==> src/rtl/rmf_pkg.sv <==
`timescale 1ns / 1ps
// Shared types for the running median filter.
// Used by rmf_cell and running_median_filter; depends on nothing.
package rmf_pkg;

    localparam int SampleWidth = 16;
    localparam int FillWidth   = 4;

    typedef logic [SampleWidth-1:0] t_sample;
    typedef logic [FillWidth-1:0]   t_fill;

    // What one cell hands to the cell above it in the row.
    typedef struct packed {
        t_sample u;
        logic    lt;
        logic    occ;
        t_sample hist;
    } t_link;

endpackage

==> src/rtl/rmf_cell.sv <==
`timescale 1ns / 1ps
// One slot of the sorted row plus one tap of the history shift line.
// Depends on rmf_pkg; instantiated in a row by running_median_filter.
module rmf_cell
    import rmf_pkg::*;
#(
    parameter bit IS_FIRST = 1'b0,
    parameter bit IS_LAST  = 1'b0
) (
    input  logic    i_clk,
    input  logic    i_rst_n,
    input  logic    i_en,
    input  t_sample i_sample,
    input  t_sample i_oldest,
    input  logic    i_full,
    input  t_link   i_prev,
    input  t_sample i_next_val,
    output t_link   o_link,
    output t_sample o_val
);

    t_sample r_val;
    t_sample r_hist;
    logic    r_occ;
    t_sample n_val;
    t_sample n_hist;
    logic    n_occ;
    t_sample w_u;
    logic    w_live;
    logic    w_lt;

    // Take the oldest sample out, then decide where the new one lands.
    always_comb begin
        w_u    = (i_full && (r_val >= i_oldest) && !IS_LAST) ? i_next_val : r_val;
        w_live = i_full ? !IS_LAST : r_occ;
        w_lt   = w_live && (w_u < i_sample);
        priority if (w_lt) begin
            n_val = w_u;
        end else if (IS_FIRST || i_prev.lt) begin
            n_val = i_sample;
        end else begin
            n_val = i_prev.u;
        end
        n_occ  = IS_FIRST ? 1'b1 : i_prev.occ;
        n_hist = IS_FIRST ? i_sample : i_prev.hist;
    end

    always_ff @(posedge i_clk) begin
        if (!i_rst_n) begin
            r_occ <= 1'b0;
        end else if (i_en) begin
            r_occ <= n_occ;
        end
    end

    always_ff @(posedge i_clk) begin
        if (i_en) begin
            r_val  <= n_val;
            r_hist <= n_hist;
        end
    end

    assign o_link = '{u: w_u, lt: w_lt, occ: r_occ, hist: r_hist};
    assign o_val  = r_val;

endmodule

==> src/rtl/running_median_filter.sv <==
`timescale 1ns / 1ps
// Running median filter over a sliding window of 16-bit samples.
// Depends on rmf_pkg and rmf_cell.
//
// Input channel: i_in_valid, o_in_stall, i_sample. A beat moves when valid
// is high and stall is low.
// Output channel: o_out_valid, i_out_stall, o_median, o_fill_count. Each
// input beat yields exactly one output beat.
// A row of WINDOW_LENGTH cells keeps the window sorted; every cell compares
// against its neighbors and removes the oldest sample and inserts the new
// one in the same cycle. The history is a shift line through the same cells.
// An accepted input beat first updates the row; the median is then selected
// from the row into the output register.
// Throughput is one beat per cycle while the output side does not stall.
// When the receiver stalls, one updated result waits in the row and the
// input channel stalls until the output register is free again.
// Reset empties the window and clears both channels; no clearing pass runs.
// fill_count is the held count taken to 4 bits.
module running_median_filter
    import rmf_pkg::*;
#(
    parameter int WINDOW_LENGTH = 15
) (
    input  logic    i_clk,
    input  logic    i_rst_n,
    input  logic    i_in_valid,
    output logic    o_in_stall,
    input  t_sample i_sample,
    output logic    o_out_valid,
    input  logic    i_out_stall,
    output t_sample o_median,
    output t_fill   o_fill_count
);

    localparam int CntWidth = $clog2(WINDOW_LENGTH + 1);
    localparam int IdxWidth = (WINDOW_LENGTH > 1) ? $clog2(WINDOW_LENGTH) : 1;

    logic [CntWidth-1:0] r_held;
    logic                r_pend;
    logic                r_out_valid;
    t_sample             r_median;
    t_fill               r_fill;
    logic                w_full;
    logic                w_out_free;
    logic                w_accept;
    t_link               w_link [WINDOW_LENGTH];
    t_sample             w_val  [WINDOW_LENGTH];

    assign w_full     = (r_held == CntWidth'(WINDOW_LENGTH));
    assign w_out_free = !r_out_valid || !i_out_stall;
    assign o_in_stall = r_pend && !w_out_free;
    assign w_accept   = i_in_valid && !o_in_stall;

    for (genvar j = 0; j < WINDOW_LENGTH; j++) begin : g_cell
        t_link   w_prev;
        t_sample w_next;
        if (j == 0) begin : g_first
            assign w_prev = '0;
        end else begin : g_mid
            assign w_prev = w_link[j-1];
        end
        if (j == WINDOW_LENGTH - 1) begin : g_top
            assign w_next = '0;
        end else begin : g_low
            assign w_next = w_val[j+1];
        end
        rmf_cell #(
            .IS_FIRST (j == 0),
            .IS_LAST  (j == WINDOW_LENGTH - 1)
        ) u_cell (
            .i_clk      (i_clk),
            .i_rst_n    (i_rst_n),
            .i_en       (w_accept),
            .i_sample   (i_sample),
            .i_oldest   (w_link[WINDOW_LENGTH-1].hist),
            .i_full     (w_full),
            .i_prev     (w_prev),
            .i_next_val (w_next),
            .o_link     (w_link[j]),
            .o_val      (w_val[j])
        );
    end

    always_ff @(posedge i_clk) begin
        if (!i_rst_n) begin
            r_held      <= '0;
            r_pend      <= 1'b0;
            r_out_valid <= 1'b0;
        end else begin
            if (w_accept && !w_full) begin
                r_held <= r_held + 1'b1;
            end
            if (w_accept) begin
                r_pend <= 1'b1;
            end else if (w_out_free) begin
                r_pend <= 1'b0;
            end
            if (w_out_free) begin
                r_out_valid <= r_pend;
            end
        end
    end

    always_ff @(posedge i_clk) begin
        if (r_pend && w_out_free) begin
            r_median <= w_val[IdxWidth'(r_held >> 1)];
            r_fill   <= FillWidth'(r_held);
        end
    end

    assign o_out_valid  = r_out_valid;
    assign o_median     = r_median;
    assign o_fill_count = r_fill;

`ifndef NO_ASSERTIONS
    a_held_range: assert property (@(posedge i_clk) disable iff (!i_rst_n)
        r_held <= CntWidth'(WINDOW_LENGTH))
        else $error("held count exceeds window length");

    a_first_occ: assert property (@(posedge i_clk) disable iff (!i_rst_n)
        (r_held != '0) |-> w_link[0].occ)
        else $error("lowest cell empty while samples are held");

    a_accept_pend: assert property (@(posedge i_clk) disable iff (!i_rst_n)
        w_accept |=> r_pend)
        else $error("accepted beat left no pending result");
`endif

endmodule
==> config.mk <==
export PLATFORM = sky130hd
export DESIGN_NAME = running_median_filter
export DESIGN_NICKNAME = d
export VERILOG_FILES = /design/src/rtl/rmf_pkg.sv /design/src/rtl/rmf_cell.sv /design/src/rtl/running_median_filter.sv
export SDC_FILE = /design/constraint.sdc
export NUM_CORES = 1
export LEC_CHECK = 0
export ABC_AREA = 1
export ABC_CLOCK_PERIOD_IN_PS = 47900
export BUFFER_PORTS_ARGS = -buffer_cell sky130_fd_sc_hd__buf_2
export CAP_MARGIN = 0
export CORE_MARGIN = 8
export CORE_UTILIZATION = 30
export DETAILED_ROUTE_END_ITERATION = 8
export PLACE_DENSITY_LB_ADDON = 0.3
export SLEW_MARGIN = 20
export SYNTH_ARGS = -nofsm -noshare
export SYNTH_HDL_FRONTEND = slang
export SYNTH_SLANG_ARGS = --single-unit
==> constraint.sdc <==
create_clock -name i_clk -period 47.9 [get_ports i_clk]
set_input_delay 11.975 -clock i_clk [delete_from_list [all_inputs] [get_ports i_clk]]
set_output_delay 11.975 -clock i_clk [all_outputs]
set_load 0.01 [all_outputs]
# Word-level counts from Yosys, hierarchy flattened
# Cells that the tools add are included.
# totals
regBits,521
out_inout_bits,22
elab_cells,187
# op_classes
n_addsub,1
magnitude_cmp,30
n_eq_ne,1
muxes,62
bitwise_logic,2
reduce_logical,41
# op_table
operator,n
two-way mux 16 bit,44
< comparator 16 bit,15
>= comparator 16 bit,14
binary-select mux 16 bit (select 4 bit),1
logical AND 1 bit,33
two-way mux 1 bit,17
">= comparator 5 bit, second input constant",1
zero test 1 bit,5
inverter 3 -> 5 bit,1
"adder 4 x 1 -> 4 bit, second input constant",1
"equality test 4 bit, second input constant",1
AND reduction 2 bit,1
nonzero test 2 bit,1
logical OR 1 bit,1
inverter 1 bit,1

# Logic depth before layout (Yosys ltp)
# logic_depth
depth_word,7
ltp_mapped,28
mapped_depth_nobuf,26

# By module
# A second synthesis with hierarchy kept.
# hier_totals
hier_cells,4385
area_unflattened_um2,37893.8
# by_module_without_submodules
mod,instances,cells_each,area_per_inst_um2,seq_area_each_um2
rmf_cell at g_cell[12].u_cell ...,8,276,2437.3,980.9
rmf_cell at g_cell[10].u_cell ...,3,276,2426.1,980.9
rmf_cell at g_cell[7].u_cell,1,275,2434.8,980.9
rmf_cell at g_cell[2].u_cell,1,279,2432.3,980.9
rmf_cell at g_cell[0].u_cell,1,241,2263.4,980.9
running_median_filter,1,395,2263.4,720.7
rmf_cell at g_cell[14].u_cell,1,159,1722.9,980.9

# Worst setup path before layout
# Ideal clock, no wire load.
# synth_path
path_kind,input to register
from,in i_out_stall
to,reg g_cell[14].u_cell.r_occ
arrival_time_ps,25579
t_required_ps,47260
slack_ps,21681
cell_stages,7
n_path_buf,1
cell_sequence,nand2_1 -> nor2_1 -> inv_1 -> nand2_1 -> inv_1 -> buf_1 -> a21oi_1
# synth_via
elab_chain_len,6
# synth_lines
element,line,source
start: declaration,running_median_filter.sv:30,"input logic i_out_stall,"
zero test 1 bit,running_median_filter.sv:50,assign w_out_free = !r_out_valid || !i_out_stall;
logical OR 1 bit,running_median_filter.sv:50,
zero test 1 bit,running_median_filter.sv:51,assign o_in_stall = r_pend && !w_out_free;
logical AND 1 bit,running_median_filter.sv:51,
named net o_in_stall,running_median_filter.sv:27,"output logic o_in_stall,"
zero test 1 bit,running_median_filter.sv:52,assign w_accept = i_in_valid && !o_in_stall;
logical AND 1 bit,running_median_filter.sv:52,
named net g_cell[0].u_cell.i_en,rmf_cell.sv:12,"input logic i_en,"
end signal: assignment,rmf_cell.sv:52,r_occ <= n_occ;
end: declaration,rmf_cell.sv:24,logic r_occ;
# The timed path passes the listed nets, and every way through them passes these cells.
# A chain may end at the register's enable or synchronous reset.

# Worst setup path after layout
# layout_path
from,in i_out_stall
to,out o_in_stall
# layout_via
elab_chain_len,4
# layout_lines
element,line
zero test 1 bit,running_median_filter.sv:50
logical OR 1 bit,running_median_filter.sv:50
zero test 1 bit,running_median_filter.sv:51
logical AND 1 bit,running_median_filter.sv:51
end: declaration,running_median_filter.sv:27
# No other way between the ends.

==> results.sh <==
export IMPL_hold_buffers=0
export IMPL_start_util_pct=30.2
export IMPL_path_max_fanout=2
export IMPL_root_buffer="clkbuf_16"
export IMPL_cts_sinks=521
export IMPL_dieArea_mm2=0.132
export IMPL_num_vias=30000
export IMPL_path_class="in -> out"
export IMPL_relSlewSlack_pct=30.9
export IMPL_clk_latency_ns=0.69
export IMPL_core_area_mm2=0.120
export IMPL_synth_cells=4413
export IMPL_ios=42
export IMPL_syn_area_mm2=0.0361
export IMPL_fin_worst_skew_ns=0.0468
export IMPL_cts_setup_buffers=0
export IMPL_worst_setup_path_start_kind="input port"
export IMPL_slew_violations=0
export IMPL_crit_arrival_ns=12.47
export IMPL_grt_antenna_before_repair=5
export IMPL_min_from="g_cell[0].u_cell.r_hist[0]"
export IMPL_critPathCaptureType="primary output"
export IMPL_htreeDepth=2
export IMPL_yosysWarnings=0
export IMPL_area_growth_pct=10.7
export IMPL_hpwlAfterDp_mm=73.8
export IMPL_worstRegToRegCells=16
export IMPL_clk_pin_slew_ns=0.06
export IMPL_finalNonFillerCells=6054
export IMPL_n_antenna_cell=0
export IMPL_dp_cells=5941
export IMPL_clockBufferDepth=3
export IMPL_drive_above_1_share_pct=5.56
export IMPL_port_buffers=41
export IMPL_critical_path_required_ns=35.92
export IMPL_grt_pass1_wl_mm=168
export IMPL_numCtsBuffers=61
export IMPL_ys_flop_type="edfxtp_1"
export IMPL_worstHoldPathType="reg -> reg"
export IMPL_cts_resized_gates=0
export IMPL_ant_nets=0
export IMPL_die_h_um=363
export IMPL_postRouteWirelength_mm=109
export IMPL_final_common_cell="nand2_1"
export IMPL_drt_first_iter_violations=2461
export IMPL_drtPass1Iterations=6
export IMPL_p_leak_uw=0.0191
export IMPL_rsz0062_at_grt="false"
export IMPL_grt_total_usage_pct=16.1
export IMPL_fin_crit_sh_pct=51.0
export IMPL_grt_max_degree=133
export IMPL_vias_per_cell=4.96
export IMPL_synth_edf_count=500
export IMPL_gp_congestion=0.827
export IMPL_syn_mean_instance_area_um2=8.19
export IMPL_ys_ff_latch=521
export IMPL_rr_endpoint="g_cell[8].u_cell.o_val[1]"
export IMPL_drt_wirelength_per_cell_um=17.9
export IMPL_row_count=127
export IMPL_min_path_cells=0
export IMPL_hold_end="g_cell[1].u_cell.r_hist[0]"
export IMPL_tns_ns=0
export IMPL_powerDensity_mw_per_mm2=34.5
export IMPL_synthesis_nets=4883
export IMPL_fmax_mhz=40.9
export IMPL_layout_common_cells="1278 x nand2_1, 568 x inv_1, 500 x edfxtp_1, 475 x nand3_1, 450 x ha_1"
export IMPL_rr_startpoint="r_held[2]"
export IMPL_cts_tree="yes"
export IMPL_nets=4864
export IMPL_ir_drop_v=0.0000328
export IMPL_yosysSeqAreaShare_pct=42.7
export IMPL_outcome="finished clean"
export IMPL_die_width_um=363
export IMPL_grt_pass1_vias=28500
export IMPL_post_route_drc_count=0
export IMPL_hold_viol_final=0
export IMPL_r2r_slack_ns=41.55
export IMPL_grt_overflow=0
export IMPL_period_minus_slack_ns=24.44
export IMPL_synthDistinctLibCells=44
export IMPL_setup_slack_ns=23.46
export IMPL_async_reset_ff_share_pct=0
export IMPL_preCtsSetupSlack_ns=23.44
export IMPL_finalSetupViolations=0
export IMPL_worstMarginPinSlew_ns=1.04
export IMPL_maxCapViolCount=0
==> how the worst max path moves through the flow <==
stage,startpoint,endpoint,slack (ns),cells past startpoint
3_5_place_dp,i_out_stall,o_in_stall,23.44,4
6_report,i_out_stall,o_in_stall,23.46,4
2_1_floorplan,i_out_stall,g_cell[14].u_cell.r_occ,21.68,7
5_1_grt,i_out_stall,o_in_stall,23.39,4
4_1_cts,i_out_stall,o_in_stall,23.44,4
3_3_place_gp,i_out_stall,o_in_stall,23.43,4
==> power by group <==
group	total, µW	leakage, µW	switching [µW]	internal (µW)
Clock	462	0.000952	208	255
Combinational	329	0.0131	216	113
Sequential	590	0.00505	31.4	559
Total	1380	0.0191	455	926
==> area by class of cell <==
type                       count  area, µm²
timing repair buffer          98        653
fill                       12600      79700
multi-input combinational   3127      17700
clock buffer                  73       1620
clock inverter                38        344
inverter                     585       2210
tap                         1612       2020
sequential                   521      15400
==> worst max-delay path: stages <==
cell and delay, ns:
buf_2 0.11, nand2_1 0.08, nor2_1 0.14, buf_2 0.16
==> layer usage <==
metal	GRT usage [%]	share of wire (%)
met4	4.79	3.0
met5	0	0
met2	26.4	46
met1	22.3	46
met3	1.95	5.3
==> cell usage after synthesis, drive strengths merged, types with 3 or more instances <==
cell type / instances / share of area, %
o21bai: 21 / 0.44
a2111oi: 4 / 0.26
o21a: 4 / 0.083
clkbuf: 108 / 1.1
nand3b: 6 / 0.12
buf: 72 / 1.1
a221oi: 16 / 0.39
nand4: 38 / 0.66
edfxtp: 500 / 42
nor2: 149 / 1.6
ha: 450 / 16
o21ai: 336 / 4.7
a211oi: 20 / 0.46
a21o: 3 / 0.062
dfxtp: 21 / 1.2
inv: 585 / 6.1
a21oi: 252 / 3.5
nand2: 1304 / 14
nor4: 3 / 0.052
nor3: 14 / 0.23
nand3: 475 / 6.6
a31oi: 18 / 0.31
==> through the flow <==
step                      hold WS (ns)  power [µW]  utilization (%)  cell area (µm²)
final                            0.395        1380             33.4            40000
after CTS                        0.404        1390             33.4            40000
after detailed placement         0.405         926             31.8            38000
after global routing             0.396        1470             33.4            40000
after floorplan                  0.400         838                -            36100
after global placement           0.401         916             31.8            38000
==> kinds of logic (layout without fill, tap and decap cells) <==
| group | Yosys count | in the layout | share of synthesized area (%) |
|---|---|---|---|
| flip-flops | 521 | 521 | 42.7 |
| buffers and inverters | 765 | 794 | 8.31 |
| adder cells (fa/ha/maj) | 450 | 450 | 15.6 |
| AO/OA/AOI/OAI | 685 | 685 | 10.4 |
| AND/OR/NAND/NOR | 1992 | 1992 | 23.0 |
==> sequential cells by signal, summed over array words and instances (netlist names) <==
| signal | flops |
|---|---|
| g_cell.u_cell.r_hist | 240 |
| g_cell.u_cell.o_val | 240 |
| r_held | 4 |
| o_fill_count | 4 |
| g_cell.u_cell.r_occ | 15 |
| o_out_valid | 1 |
| o_median | 16 |
| r_pend | 1 |
Note: power is estimated with default switching activity, not from simulation.
